**src/rtl/assert_macros.svh**
```systemverilog
// ---------------------------------------------------------------------------
// Assertion macros
// Shared concurrent assertion forms; compiled out when ASSERT_OFF is set.
// ---------------------------------------------------------------------------
`ifndef ASSERT_MACROS_SVH
`define ASSERT_MACROS_SVH
`ifndef ASSERT_OFF
// same-cycle implication
`define TLQE_ASSERT_NOW(label, clk, rst_n, ante, cons) \
    label: assert property (@(posedge clk) disable iff (!rst_n) (ante) |-> (cons)) \
        else $error("assertion failed");
// next-cycle implication
`define TLQE_ASSERT_NEXT(label, clk, rst_n, ante, cons) \
    label: assert property (@(posedge clk) disable iff (!rst_n) (ante) |=> (cons)) \
        else $error("assertion failed");
`else
`define TLQE_ASSERT_NOW(label, clk, rst_n, ante, cons)
`define TLQE_ASSERT_NEXT(label, clk, rst_n, ante, cons)
`endif
`endif

```
**src/rtl/tlqe_pkg.sv**
```systemverilog
// ---------------------------------------------------------------------------
// tlqe_pkg
// Widths, register indexes and shared types of the thick line quad expander.
// ---------------------------------------------------------------------------
package tlqe_pkg;

    localparam int FRAC_BITS_DEF = 16;

    localparam int CW    = 32;   // coordinate width
    localparam int THW   = 24;   // thickness width
    localparam int ZW    = 24;   // zoom width
    localparam int COLW  = 8;    // color channel width
    localparam int SQW   = 64;   // radicand width
    localparam int RTW   = 32;   // root width
    localparam int NUMW  = 56;   // dividend width
    localparam int DENW  = 33;   // divisor width
    localparam int QW    = 24;   // quotient width

    localparam int IN_DW  = 176;
    localparam int OUT_DW = 88;
    localparam int CFG_IW = 2;

    localparam logic [CFG_IW-1:0] REG_CAM_X = 2'd0;
    localparam logic [CFG_IW-1:0] REG_CAM_Y = 2'd1;
    localparam logic [CFG_IW-1:0] REG_ZOOM  = 2'd2;

    localparam logic [ZW-1:0] ZOOM_RST = 24'd65536;

    // screen corners of one segment plus color and a zero-length flag, handed to the vertex emitter
    typedef struct packed {
        logic [3:0][CW-1:0] px;
        logic [3:0][CW-1:0] py;
        logic [COLW-1:0]    red;
        logic [COLW-1:0]    green;
        logic [COLW-1:0]    blue;
        logic               zero;
    } t_quad;

endpackage

```
**src/rtl/tlqe_emit.sv**
```systemverilog
// ---------------------------------------------------------------------------
// tlqe_emit
// Output sequencer: holds one quad and sends its six vertices A,B,C,A,C,D.
// ---------------------------------------------------------------------------
module tlqe_emit (
    input  logic                          i_clk,
    input  logic                          i_rst_n,
    input  logic                          i_load,
    input  tlqe_pkg::t_quad               i_quad,
    output logic                          o_free,
    output logic                          o_tvalid,
    input  logic                          i_tready,
    // tdata: vertex_x, vertex_y, out_red, out_green, out_blue (low bit up)
    output logic [tlqe_pkg::OUT_DW-1:0]   o_tdata,
    output logic                          o_tlast
);
    import tlqe_pkg::*;

    localparam logic [2:0] LAST_VTX = 3'd5;

    logic        r_busy;
    logic [2:0]  r_idx;
    t_quad       r_quad;
    logic [1:0]  w_corner;
    logic        w_take;

    assign w_take = r_busy && i_tready;
    assign o_free = !r_busy || (w_take && (r_idx == LAST_VTX));

    // sequence control; a zero-length segment leaves the emitter empty
    always_ff @(posedge i_clk) begin
        if (!i_rst_n) begin
            r_busy <= 1'b0;
            r_idx  <= '0;
        end else if (i_load) begin
            r_busy <= !i_quad.zero;
            r_idx  <= '0;
        end else if (w_take) begin
            if (r_idx == LAST_VTX) begin
                r_busy <= 1'b0;
            end
            r_idx <= r_idx + 3'd1;
        end
    end

    always_ff @(posedge i_clk) begin
        if (i_load) begin
            r_quad <= i_quad;
        end
    end

    // vertex order of the two triangles
    always_comb begin
        case (r_idx)
            3'd0:    w_corner = 2'd0;
            3'd1:    w_corner = 2'd1;
            3'd2:    w_corner = 2'd2;
            3'd3:    w_corner = 2'd0;
            3'd4:    w_corner = 2'd2;
            3'd5:    w_corner = 2'd3;
            default: w_corner = 2'd0;
        endcase
    end

    assign o_tvalid = r_busy;
    assign o_tlast  = (r_idx == LAST_VTX);
    assign o_tdata  = {r_quad.blue, r_quad.green, r_quad.red,
                       r_quad.py[w_corner], r_quad.px[w_corner]};

endmodule

```
**config.mk**
```make
export PLATFORM = sky130hd
export DESIGN_NAME = tlqe_emit
export DESIGN_NICKNAME = d
export VERILOG_FILES = /design/src/rtl/assert_macros.svh /design/src/rtl/tlqe_pkg.sv /design/src/rtl/tlqe_emit.sv
export SDC_FILE = /design/constraint.sdc
export NUM_CORES = 1
export LEC_CHECK = 0
export ABC_AREA = 1
export ABC_CLOCK_PERIOD_IN_PS = 1700
export BUFFER_PORTS_ARGS = -buffer_cell sky130_fd_sc_hd__buf_2
export CORE_ASPECT_RATIO = 1.1
export CORE_MARGIN = 5
export CORE_UTILIZATION = 35
export DETAILED_ROUTE_END_ITERATION = 8
export HOLD_SLACK_MARGIN = 0.1
export SYNTH_ARGS = -nofsm -noshare
export SYNTH_HDL_FRONTEND = slang
export SYNTH_SLANG_ARGS = --single-unit
```
**constraint.sdc**
```tcl
create_clock -name i_clk -period 1.7 [get_ports i_clk]
set_input_delay 0.17 -clock i_clk [delete_from_list [all_inputs] [get_ports i_clk]]
set_output_delay 0.17 -clock i_clk [all_outputs]
set_load 0.02 [all_outputs]
```
==> flow_metrics.env <==
export IMPL_ys_seq_area_share_pct=74.97
export IMPL_start_util_pct=35.25
export IMPL_cts_max_level=1
export IMPL_grt_pass1_vias=10772
export IMPL_synth_top_cells_by_area="edfxtp_1 (74%), nand2_1 (19%), buf_4 (1.7%)"
export IMPL_cap_violations=0
export IMPL_nets=1945
export IMPL_hold_class="in -> reg"
export IMPL_peakVddDrop_mv=0.7577
export IMPL_wl_met1_mm=14.62
export IMPL_nFillCells=2355
export IMPL_setup_viol=66
export IMPL_p_int_mw=13.30
export IMPL_rsz0062_at_grt="true"
export IMPL_cp_max_fo=7
export IMPL_pwr_share_clk_pct=35.8
export IMPL_dp_cells=1728
export IMPL_ys_warn_count=0
export IMPL_place_congestion=0.8479
export IMPL_yosysTopAreaCellShare_pct=74.26
export IMPL_finalCritPeriodShare_pct=131.5
export IMPL_routedWlPerCell_um=19.27
export IMPL_design_core_area_mm2=0.03212
export IMPL_start_kind="flop"
export IMPL_finalPower_mw=17.44
export IMPL_first_pass_iters=7
export IMPL_drtAntennaViolNets=0
export IMPL_endpoint_kind="output pin"
export IMPL_crit_type="reg -> out"
export IMPL_die_w_um=181.5
export IMPL_drtIter0Drc=551
export IMPL_seq_area_mm2=0.008494
export IMPL_cts_sinks=284
export IMPL_switching_share_pct=23.73
export IMPL_pin_count=376
export IMPL_synth_fp_nets=1252
export IMPL_ys_types=18
export IMPL_clk_pin_slew_ns=0.06
export IMPL_cts_buffer_depth=3
export IMPL_ys_ff_latch=284
export IMPL_slew_violations=0
export IMPL_worst_slew_pin_slew_ns=0.3166
export IMPL_fmax_ghz=0.4474
export IMPL_layout_commonest_cell="nand2_1"
export IMPL_met3_length_mm=2.788
export IMPL_p_switching_mw=4.139
export IMPL_stdcell_count=2108
export IMPL_antenna_found_initial=4
export IMPL_wirelength_mm=40.63
export IMPL_grtUsageTotal_pct=20.83
export IMPL_route_detailed_drc=0
export IMPL_grt_pass1_wl_mm=58.48
export IMPL_vias=9883
export IMPL_status="finished with violations"
export IMPL_failed_checks="setup timing"
export IMPL_finalHoldViolCount=0
export IMPL_synth_largest_area_cell="edfxtp_1"
export IMPL_powerDensity_mw_per_mm2=897.7
export IMPL_port_buffers=375
export IMPL_p_seq_share_pct=48.5
export IMPL_synthCells=963
export IMPL_cts_tree="built"
export IMPL_insertion_delay_ns=0.55
export IMPL_met2_length_mm=21.42
export IMPL_p_comb_share_pct=15.7
export IMPL_slew_headroom_pct=78.89
export IMPL_layout_min_cycle_time_ns=2.235
export IMPL_dpl_cell_area_mm2=0.01367
export IMPL_most_common_layout_cells="nand2_1 (430), buf_2 (308), dlygate4sd3_1 (284)"
export IMPL_root_buffer="clkbuf_16"
export IMPL_die_h_um=198.6
export IMPL_fin_area_mm2=0.01943
export IMPL_grt_overflow=0
export IMPL_syn2layout_area_growth_pct=71.59
export IMPL_p_leak_nw=8.554
export IMPL_hpwl_mm=21.23
export IMPL_arrival_ns=2.06
export IMPL_cts_made_buffers=30
export IMPL_critical_path_required_ns=1.53
export IMPL_fp_row_count=69
export IMPL_vias_per_cell=4.688
export IMPL_final_layout_size_suffix_gt1_share_pct=38.88
export IMPL_worst_slack_ns=-0.5350
export IMPL_multi_input_area_mm2=0.003029
export IMPL_finClkSkew_ns=0.0003215
export IMPL_design_die_area_mm2=0.03605
export IMPL_syn_area_per_cell_um2=11.76
export IMPL_grt_max_degree=52
export IMPL_post_place_ws_ns=-0.1052
export IMPL_synth_area_mm2=0.01132
export IMPL_top_layer_used="met4"
export IMPL_fin_util_pct=60.49
## metrics by stage
step / hold WS (ns) / setup TNS [ns]
final: 0.3195 / -31.42
after global placement: 0.3466 / -0.4363
after floorplan: 0.2689 / 0
after global routing: 0.3040 / -37.07
after CTS: 0.2900 / -33.99
after detailed placement: 0.3481 / -1.616
## cell families after synthesis
logic type / count (synthesis) / synth area share (%)
flops: 284 / 74.97
compound gates: 3 / 0.1326
fa+ha+maj: 4 / 0.4421
buf+inv: 74 / 4.365
simple gates: 598 / 20.09
## power by group through the flow
stage / combinational (mW) / sequential [mW] / clock [mW]
2_1_floorplan: 0.770 / 8.56 / 0
3_3_place_gp: 1.56 / 8.56 / 0
3_5_place_dp: 1.58 / 8.58 / 0
4_1_cts: 2.58 / 8.44 / 6.37
5_1_grt: 2.92 / 8.50 / 6.65
6_report: 2.74 / 8.46 / 6.24
## sequential cells by signal (all words and copies together) (netlist names)
signal	cells
o_tvalid	1
r_idx	3
r_quad	256
o_tdata	24
## layer usage
| layer | vias to the layer above | track usage (%) |
|---|---|---|
| li1 | 4543 | - |
| met2 | 479 | 38.61 |
| met1 | 4718 | 23.38 |
| met5 | - | 0 |
| met3 | 143 | 4.005 |
| met4 | 0 | 9.035 |
## path summary, 6_finish.rpt
check             start    endpoint  slack (ns)  cells after the start
max            r_idx[1]  o_tdata[9]       -0.53                     10
min          i_quad[33]  r_quad[33]        0.32                      2
max reg2reg    r_idx[1]    o_tvalid        0.34                      7
min reg2reg    o_tvalid    o_tvalid        0.57                      2
## worst max-delay path, stage by stage, from the launching register on
cell     delay, ns
dfxtp_2       0.33
inv_2         0.08
ha_4          0.23
buf_12        0.14
buf_12        0.13
buf_16        0.13
nand2_1       0.09
nand2_2       0.11
nand2_4       0.05
nand2_2       0.07
buf_6         0.13
## final cells by class
type                    count  share of cell area [%]
diodes                      5                 0.06440
clock buffers              36                   4.090
clock inverters            17                  0.6698
inverters                  10                  0.2576
multi-input cells         605                   15.59
flip-flops and latches    284                   43.72
well taps                 426                   2.744
repair buffers            725                   32.86
## cells in the mapped netlist
| cell | instances |
|---|---|
| o21ai_0 | 2 |
| nand4_1 | 1 |
| nand3_1 | 3 |
| buf_6 | 12 |
| ha_1 | 4 |
| nand2_4 | 1 |
| a21oi_1 | 1 |
| inv_2 | 1 |
| buf_4 | 25 |
| nand3_4 | 1 |
| buf_2 | 26 |
| dfxtp_1 | 4 |
| or2_1 | 1 |
| edfxtp_1 | 280 |
| inv_1 | 9 |
| clkbuf_1 | 1 |
| nand2_1 | 585 |
| nor2_1 | 6 |
## repair_timing
item / 4_1_cts / 5_1_grt
setup endpoints to repair: 66 / 67
cloned: 15 / 7
hold endpoints to repair: 317 / 0
resized for setup: 297 / 100
pin swaps: 33 / 58
hold buffers: 284 / 0
buffers inserted: 18 / 1
No activity file was read; power rests on OpenSTA's default activity.
