## src/rtl/assert_macros.svh

```systemverilog
// ---------------------------------------------------------------------------
// Assertion macros
// Shared concurrent assertion forms; compiled out when ASSERT_OFF is set.
// ---------------------------------------------------------------------------
`ifndef ASSERT_MACROS_SVH
`define ASSERT_MACROS_SVH
`ifndef ASSERT_OFF
// same-cycle implication
`define TLQE_ASSERT_NOW(label, clk, rst_n, ante, cons) \
    label: assert property (@(posedge clk) disable iff (!rst_n) (ante) |-> (cons)) \
        else $error("assertion failed");
// next-cycle implication
`define TLQE_ASSERT_NEXT(label, clk, rst_n, ante, cons) \
    label: assert property (@(posedge clk) disable iff (!rst_n) (ante) |=> (cons)) \
        else $error("assertion failed");
`else
`define TLQE_ASSERT_NOW(label, clk, rst_n, ante, cons)
`define TLQE_ASSERT_NEXT(label, clk, rst_n, ante, cons)
`endif
`endif

```

## src/rtl/tlqe_pkg.sv

```systemverilog
// ---------------------------------------------------------------------------
// tlqe_pkg
// Widths, register indexes and shared types of the thick line quad expander.
// ---------------------------------------------------------------------------
package tlqe_pkg;

    localparam int FRAC_BITS_DEF = 16;

    localparam int CW    = 32;   // coordinate width
    localparam int THW   = 24;   // thickness width
    localparam int ZW    = 24;   // zoom width
    localparam int COLW  = 8;    // color channel width
    localparam int SQW   = 64;   // radicand width
    localparam int RTW   = 32;   // root width
    localparam int NUMW  = 56;   // dividend width
    localparam int DENW  = 33;   // divisor width
    localparam int QW    = 24;   // quotient width

    localparam int IN_DW  = 176;
    localparam int OUT_DW = 88;
    localparam int CFG_IW = 2;

    localparam logic [CFG_IW-1:0] REG_CAM_X = 2'd0;
    localparam logic [CFG_IW-1:0] REG_CAM_Y = 2'd1;
    localparam logic [CFG_IW-1:0] REG_ZOOM  = 2'd2;

    localparam logic [ZW-1:0] ZOOM_RST = 24'd65536;

    // screen corners of one segment plus color and a zero-length flag, handed to the vertex emitter
    typedef struct packed {
        logic [3:0][CW-1:0] px;
        logic [3:0][CW-1:0] py;
        logic [COLW-1:0]    red;
        logic [COLW-1:0]    green;
        logic [COLW-1:0]    blue;
        logic               zero;
    } t_quad;

endpackage

```

## src/rtl/tlqe_sqrt.sv

```systemverilog
// ---------------------------------------------------------------------------
// tlqe_sqrt
// Pipelined integer square root, one root bit per stage, with side payload.
// ---------------------------------------------------------------------------
module tlqe_sqrt #(
    parameter int PW = 8
) (
    input  logic                      i_clk,
    input  logic                      i_rst_n,
    input  logic                      i_en,
    input  logic                      i_valid,
    input  logic [tlqe_pkg::SQW-1:0]  i_rad,
    input  logic [PW-1:0]             i_pay,
    output logic                      o_valid,
    output logic [tlqe_pkg::RTW-1:0]  o_root,
    output logic [PW-1:0]             o_pay
);
    import tlqe_pkg::*;

    localparam int NS  = RTW;
    localparam int REW = RTW + 2;

    logic            r_v    [NS];
    logic [SQW-1:0]  r_rad  [NS];
    logic [REW-1:0]  r_rem  [NS];
    logic [RTW-1:0]  r_root [NS];
    logic [PW-1:0]   r_pay  [NS];

    for (genvar k = 0; k < NS; k++) begin : g_st
        localparam int J = NS - 1 - k;
        logic            a_v;
        logic [SQW-1:0]  a_rad;
        logic [REW-1:0]  a_rem;
        logic [RTW-1:0]  a_root;
        logic [PW-1:0]   a_pay;
        logic [REW+1:0]  a_t;
        logic [REW+1:0]  a_trial;
        logic            a_ge;

        if (k == 0) begin : g_first
            assign a_v    = i_valid;
            assign a_rad  = i_rad;
            assign a_rem  = '0;
            assign a_root = '0;
            assign a_pay  = i_pay;
        end else begin : g_next
            assign a_v    = r_v[k-1];
            assign a_rad  = r_rad[k-1];
            assign a_rem  = r_rem[k-1];
            assign a_root = r_root[k-1];
            assign a_pay  = r_pay[k-1];
        end

        // bring down two radicand bits, try root*4+1
        assign a_t     = {a_rem, a_rad[2*J+1 -: 2]};
        assign a_trial = {2'b00, a_root, 2'b01};
        assign a_ge    = (a_t >= a_trial);

        always_ff @(posedge i_clk) begin
            if (!i_rst_n) begin
                r_v[k] <= 1'b0;
            end else if (i_en) begin
                r_v[k] <= a_v;
            end
        end

        always_ff @(posedge i_clk) begin
            if (i_en) begin
                r_rad[k]  <= a_rad;
                r_pay[k]  <= a_pay;
                r_rem[k]  <= a_ge ? REW'(a_t - a_trial) : a_t[REW-1:0];
                r_root[k] <= {a_root[RTW-2:0], a_ge};
            end
        end
    end

    assign o_valid = r_v[NS-1];
    assign o_root  = r_root[NS-1];
    assign o_pay   = r_pay[NS-1];

endmodule

```

## config.mk

```make
export PLATFORM = sky130hd
export DESIGN_NAME = tlqe_sqrt
export DESIGN_NICKNAME = d
export VERILOG_FILES = /design/src/rtl/assert_macros.svh /design/src/rtl/tlqe_pkg.sv /design/src/rtl/tlqe_sqrt.sv
export SDC_FILE = /design/constraint.sdc
export NUM_CORES = 2
export LEC_CHECK = 0
export BUFFER_PORTS_ARGS = -buffer_cell sky130_fd_sc_hd__buf_2
export CAP_MARGIN = 40
export CORE_MARGIN = 2
export CORE_UTILIZATION = 30
export CTS_CLUSTER_SIZE = 28
export DETAILED_ROUTE_END_ITERATION = 6
export GPL_TIMING_DRIVEN = 0
export PLACE_DENSITY = 0.45
export SYNTH_ARGS = -nofsm -noshare
export SYNTH_HDL_FRONTEND = slang
export SYNTH_MEMORY_MAX_BITS = 65536
export SYNTH_SLANG_ARGS = --single-unit
```

## constraint.sdc

```tcl
create_clock -name i_clk -period 4.62 [get_ports i_clk]
set_input_delay 0.231 -clock i_clk [delete_from_list [all_inputs] [get_ports i_clk]]
set_output_delay 0.231 -clock i_clk [all_outputs]
set_load 0.005 [all_outputs]
```

==> flow_metrics.py <==
metrics = {
    "sta": {
        "hold_viol": 0,
        "fmax_ghz": 0.225,
        "finClkSkew_ns": 0.0586,
        "finalCritPeriodShare": 0.961,
        "whs_ns": 0.110,
        "slew_headroom": 0.184,
        "tightestPinTransition_ns": 1.22,
        "rsz0062_at_grt": "no",
        "fin_ws_ns": 0.178,
        "post-route-min-period_ns": 4.44,
        "drv_slew": 0,
        "setup_viol": 0,
    },
    "yosys": {
        "synth_xor_area_frac": 0.0583,
        "synthArstFlopShare": 0,
        "syn-cell-area_sq_um": 126000,
        "syn_nets": 10000,
        "netlist.area_leader.share": 0.667,
        "ys_ff_latch": 2811,
        "synth_top_family_by_area": "simple AND/OR/NAND/NOR gates",
        "synth_simple_gate_area_frac": 0.0923,
        "yosys_warnings": 0,
        "synthMuxAreaShare": 0.00899,
        "synthAdderAreaFrac": 0.0556,
        "synth.area.top_cells": "edfxtp_1 (67%), ha_1 (5.6%), xnor2_1 (3.0%)",
        "ys_types": 88,
        "synthFlopType": "edfxtp_1",
        "syn_avg_cell_area_sq_um": 13.5,
        "synth_edf_count": 2810,
        "synthCells": 9378,
        "ys_seq_area_frac": 0.668,
        "synth_area_leader_cell": "edfxtp_1",
        "synth-compound-area-share": 0.0908,
    },
    "floorplan": {
        "die-height_um": 653,
        "start_util": 0.301,
        "io_pins": 117,
        "coreArea_sq_um": 420000,
        "die_area_sq_um": 427000,
        "rows": 238,
        "die_w_um": 653,
    },
    "worst_setup_path": {
        "startpoint": "r_root[1][129]$_DFFE_PP_",
        "critPathBufInv": 4,
        "slowest_stage": "clkbuf_1",
        "r2r-start": "r_root[1][129]$_DFFE_PP_",
        "worstSetupPathType": "reg2reg",
        "crit_cells": 11,
        "critPathMaxStageDelay_ns": 0.57,
        "crit_chain": "inv_1 > ha_1 > o21a_1 > o31a_1 > o31a_1 > a221o_1 > a31o_2 > clkbuf_1 > clkbuf_1 > clkbuf_1 > a21oi_1",
        "worstPathArrival_ns": 5.04,
        "cpLargestDelayFamily": "buffers and inverters",
        "cp-start-kind": "register",
        "cp.required_ns": 5.22,
        "crit_fanout": 10,
        "cp_common_cell": "clkbuf_1",
        "rr_worst_depth": 11,
        "critPathCaptureType": "register",
    },
    "min_path": {
        "hp-class": "in2reg",
        "hp-start": "i_rad[23]",
        "holdPathStages": 2,
    },
    "power": {
        "p_leak_nw": 54.6,
        "power.total_w": 0.0729,
        "vdd_ir_drop_max_mv": 0.268,
        "p_per_area_nw_per_um2": 497,
    },
    "global_routing": {
        "grt_pass1_vias": 74900,
        "overflow": 0,
        "grt_pass1_wl_mm": 421,
        "antenna_found_initial": 7,
        "grt_max_degree": 187,
        "grt_util_all_layers": 0.123,
    },
    "flow_run": {
        "maxCapViolCount": 0,
    },
    "clock_tree": {
        "clock_tree.root_cell": "clkbuf_16",
        "path_clk_slew_ns": 0.06,
        "clockBufferDepth": 4,
        "htree_levels": 5,
        "cts_setup_buffers": 0,
        "cts_tree": "built",
        "cts.sinks": 2811,
        "cts_made_buffers": 329,
        "clk_latency_ns": 0.93,
    },
    "final_layout": {
        "area_delta_synth_final_pct": 15.9,
        "layout-drive-gt1-share": 0.0804,
        "stdcell_count": 15800,
        "final_cell_mix": "edfxtp_1 (2810), inv_1 (702), nand2_1 (600), a21oi_1 (565), ha_1 (562)",
        "fill_cells": 40600,
        "final_common_cell": "edfxtp_1",
        "nets": 10600,
    },
    "placement": {
        "hpwl_mm": 190,
        "io_buffer_count": 116,
        "pre_cts_slack_ns": -0.531,
        "post-place-cells": 15100,
        "gp_congestion": 0.912,
    },
    "drt": {
        "drtIter0Drc": 5271,
        "ant_nets": 0,
        "firstDrtPassIters": 7,
        "drc": 0,
        "vias": 74400,
        "viasPerCell": 4.71,
        "wl_per_cell_um": 17.0,
        "totalWireLength_mm": 269,
    },
    "outcome": {
        "status": "finished clean",
    },
}
[flip-flops by register name, indices dropped and copies added, names as in the netlist]
register  count
r_rem      1003
r_rad       992
r_root      528
r_pay       256
r_v          32
[cell families (layout without fill, tap and decap cells)]
group           after synthesis  after routing
flops                      2811           2811
compound gates             1833           1833
other cells                   1              4
buf+inv                     884           1765
fa+ha+maj                   562            562
mux                         102            102
simple gates               2344           2344
xor+xnor                    841            841
[synthesized netlist by cell type, types with 17 or more instances]
| master | count |
|---|---|
| edfxtp_1 | 2810 |
| inv_1 | 702 |
| nand2_1 | 600 |
| a21oi_1 | 566 |
| ha_1 | 562 |
| nor2_1 | 546 |
| o21ai_0 | 458 |
| xnor2_1 | 428 |
| xor2_1 | 413 |
| a21o_1 | 238 |
| nor3_1 | 225 |
| clkbuf_1 | 157 |
| nand3_1 | 150 |
| nor4_1 | 113 |
| o21a_1 | 104 |
| nand2b_1 | 100 |
| or3_1 | 97 |
| mux2_2 | 92 |
| nand4_1 | 90 |
| and3_1 | 87 |
| nor2b_1 | 80 |
| or4_1 | 61 |
| or2_2 | 53 |
| o31ai_1 | 52 |
| a31oi_1 | 49 |
| a211oi_1 | 48 |
| o21bai_1 | 40 |
| o211ai_1 | 31 |
| nand3b_1 | 29 |
| and2_1 | 24 |
| a211o_1 | 19 |
| nand4b_1 | 18 |
| a2111oi_0 | 17 |
| a21boi_0 | 17 |
[metal layers]
layer  vias to the layer above  track usage  wire [um]
li1                      36300            -          -
met1                     35800        0.154     115000
met2                      1698        0.209     129000
met3                       562       0.0232      13600
met4                         2       0.0497      11000
met5                         -      0.00102         58
[per-stage QoR]
step | util | setup TNS, ns | cell area, sq um
2_1_floorplan | - | 0 | 126000
3_3_place_gp | 0.319 | - | 134000
3_5_place_dp | 0.321 | -8.74 | 135000
4_1_cts | 0.349 | 0 | 147000
5_1_grt | 0.349 | 0 | 147000
6_report | 0.349 | 0 | 147000
[repair_timing]
action / 4_1_cts / 5_1_grt
hold endpoints to repair: 167 / 0
gates cloned: 0 / 0
resized for setup: 5 / 27
endpoints found under the setup margin: 36 / 128
pin swaps: 0 / 0
hold buffers: 141 / 0
[path summary, 6_finish.rpt]
kind / end / slack [ns]
max: r_rem[1][177]$_DFFE_PP_ / 0.18
min reg2reg: r_rad[0][456]$_DFFE_PP_ / 0.38
min: r_rad[0][23]$_DFFE_PP_ / 0.11
max reg2reg: r_rem[1][177]$_DFFE_PP_ / 0.18
[worst reg2reg max path, cell delays in order (launching register included)]
cell and delay (ns):
edfxtp_1 0.50, inv_1 0.09, ha_1 0.41, o21a_1 0.14, o31a_1 0.19, o31a_1 0.29
a221o_1 0.34, a31o_2 0.19, clkbuf_1 0.57, clkbuf_1 0.54, clkbuf_1 0.56, a21oi_1 0.33
[power by group]
group | switching (W) | total, W | internal (W) | leakage (nW)
Combinational | 0.00798 | 0.0136 | 0.00564 | 22.4
Clock | 0.0105 | 0.0253 | 0.0148 | 5.11
Sequential | 0.00192 | 0.0340 | 0.0320 | 27.1
[final cells by class]
cell class / count / area, sq um / share of cell area
inverter: 705 / 2650 / 0.0181
tap: 5520 / 6910 / 0.0471
multi-input combinational: 5683 / 38700 / 0.264
timing repair buffer: 296 / 2660 / 0.0182
clock buffer: 390 / 8570 / 0.0585
buffer: 178 / 707 / 0.00482
clock inverter: 196 / 1930 / 0.0132
antenna: 3 / 7.51 / 0.0000512
sequential: 2811 / 84400 / 0.576
Power figures use the tool's default switching activity.
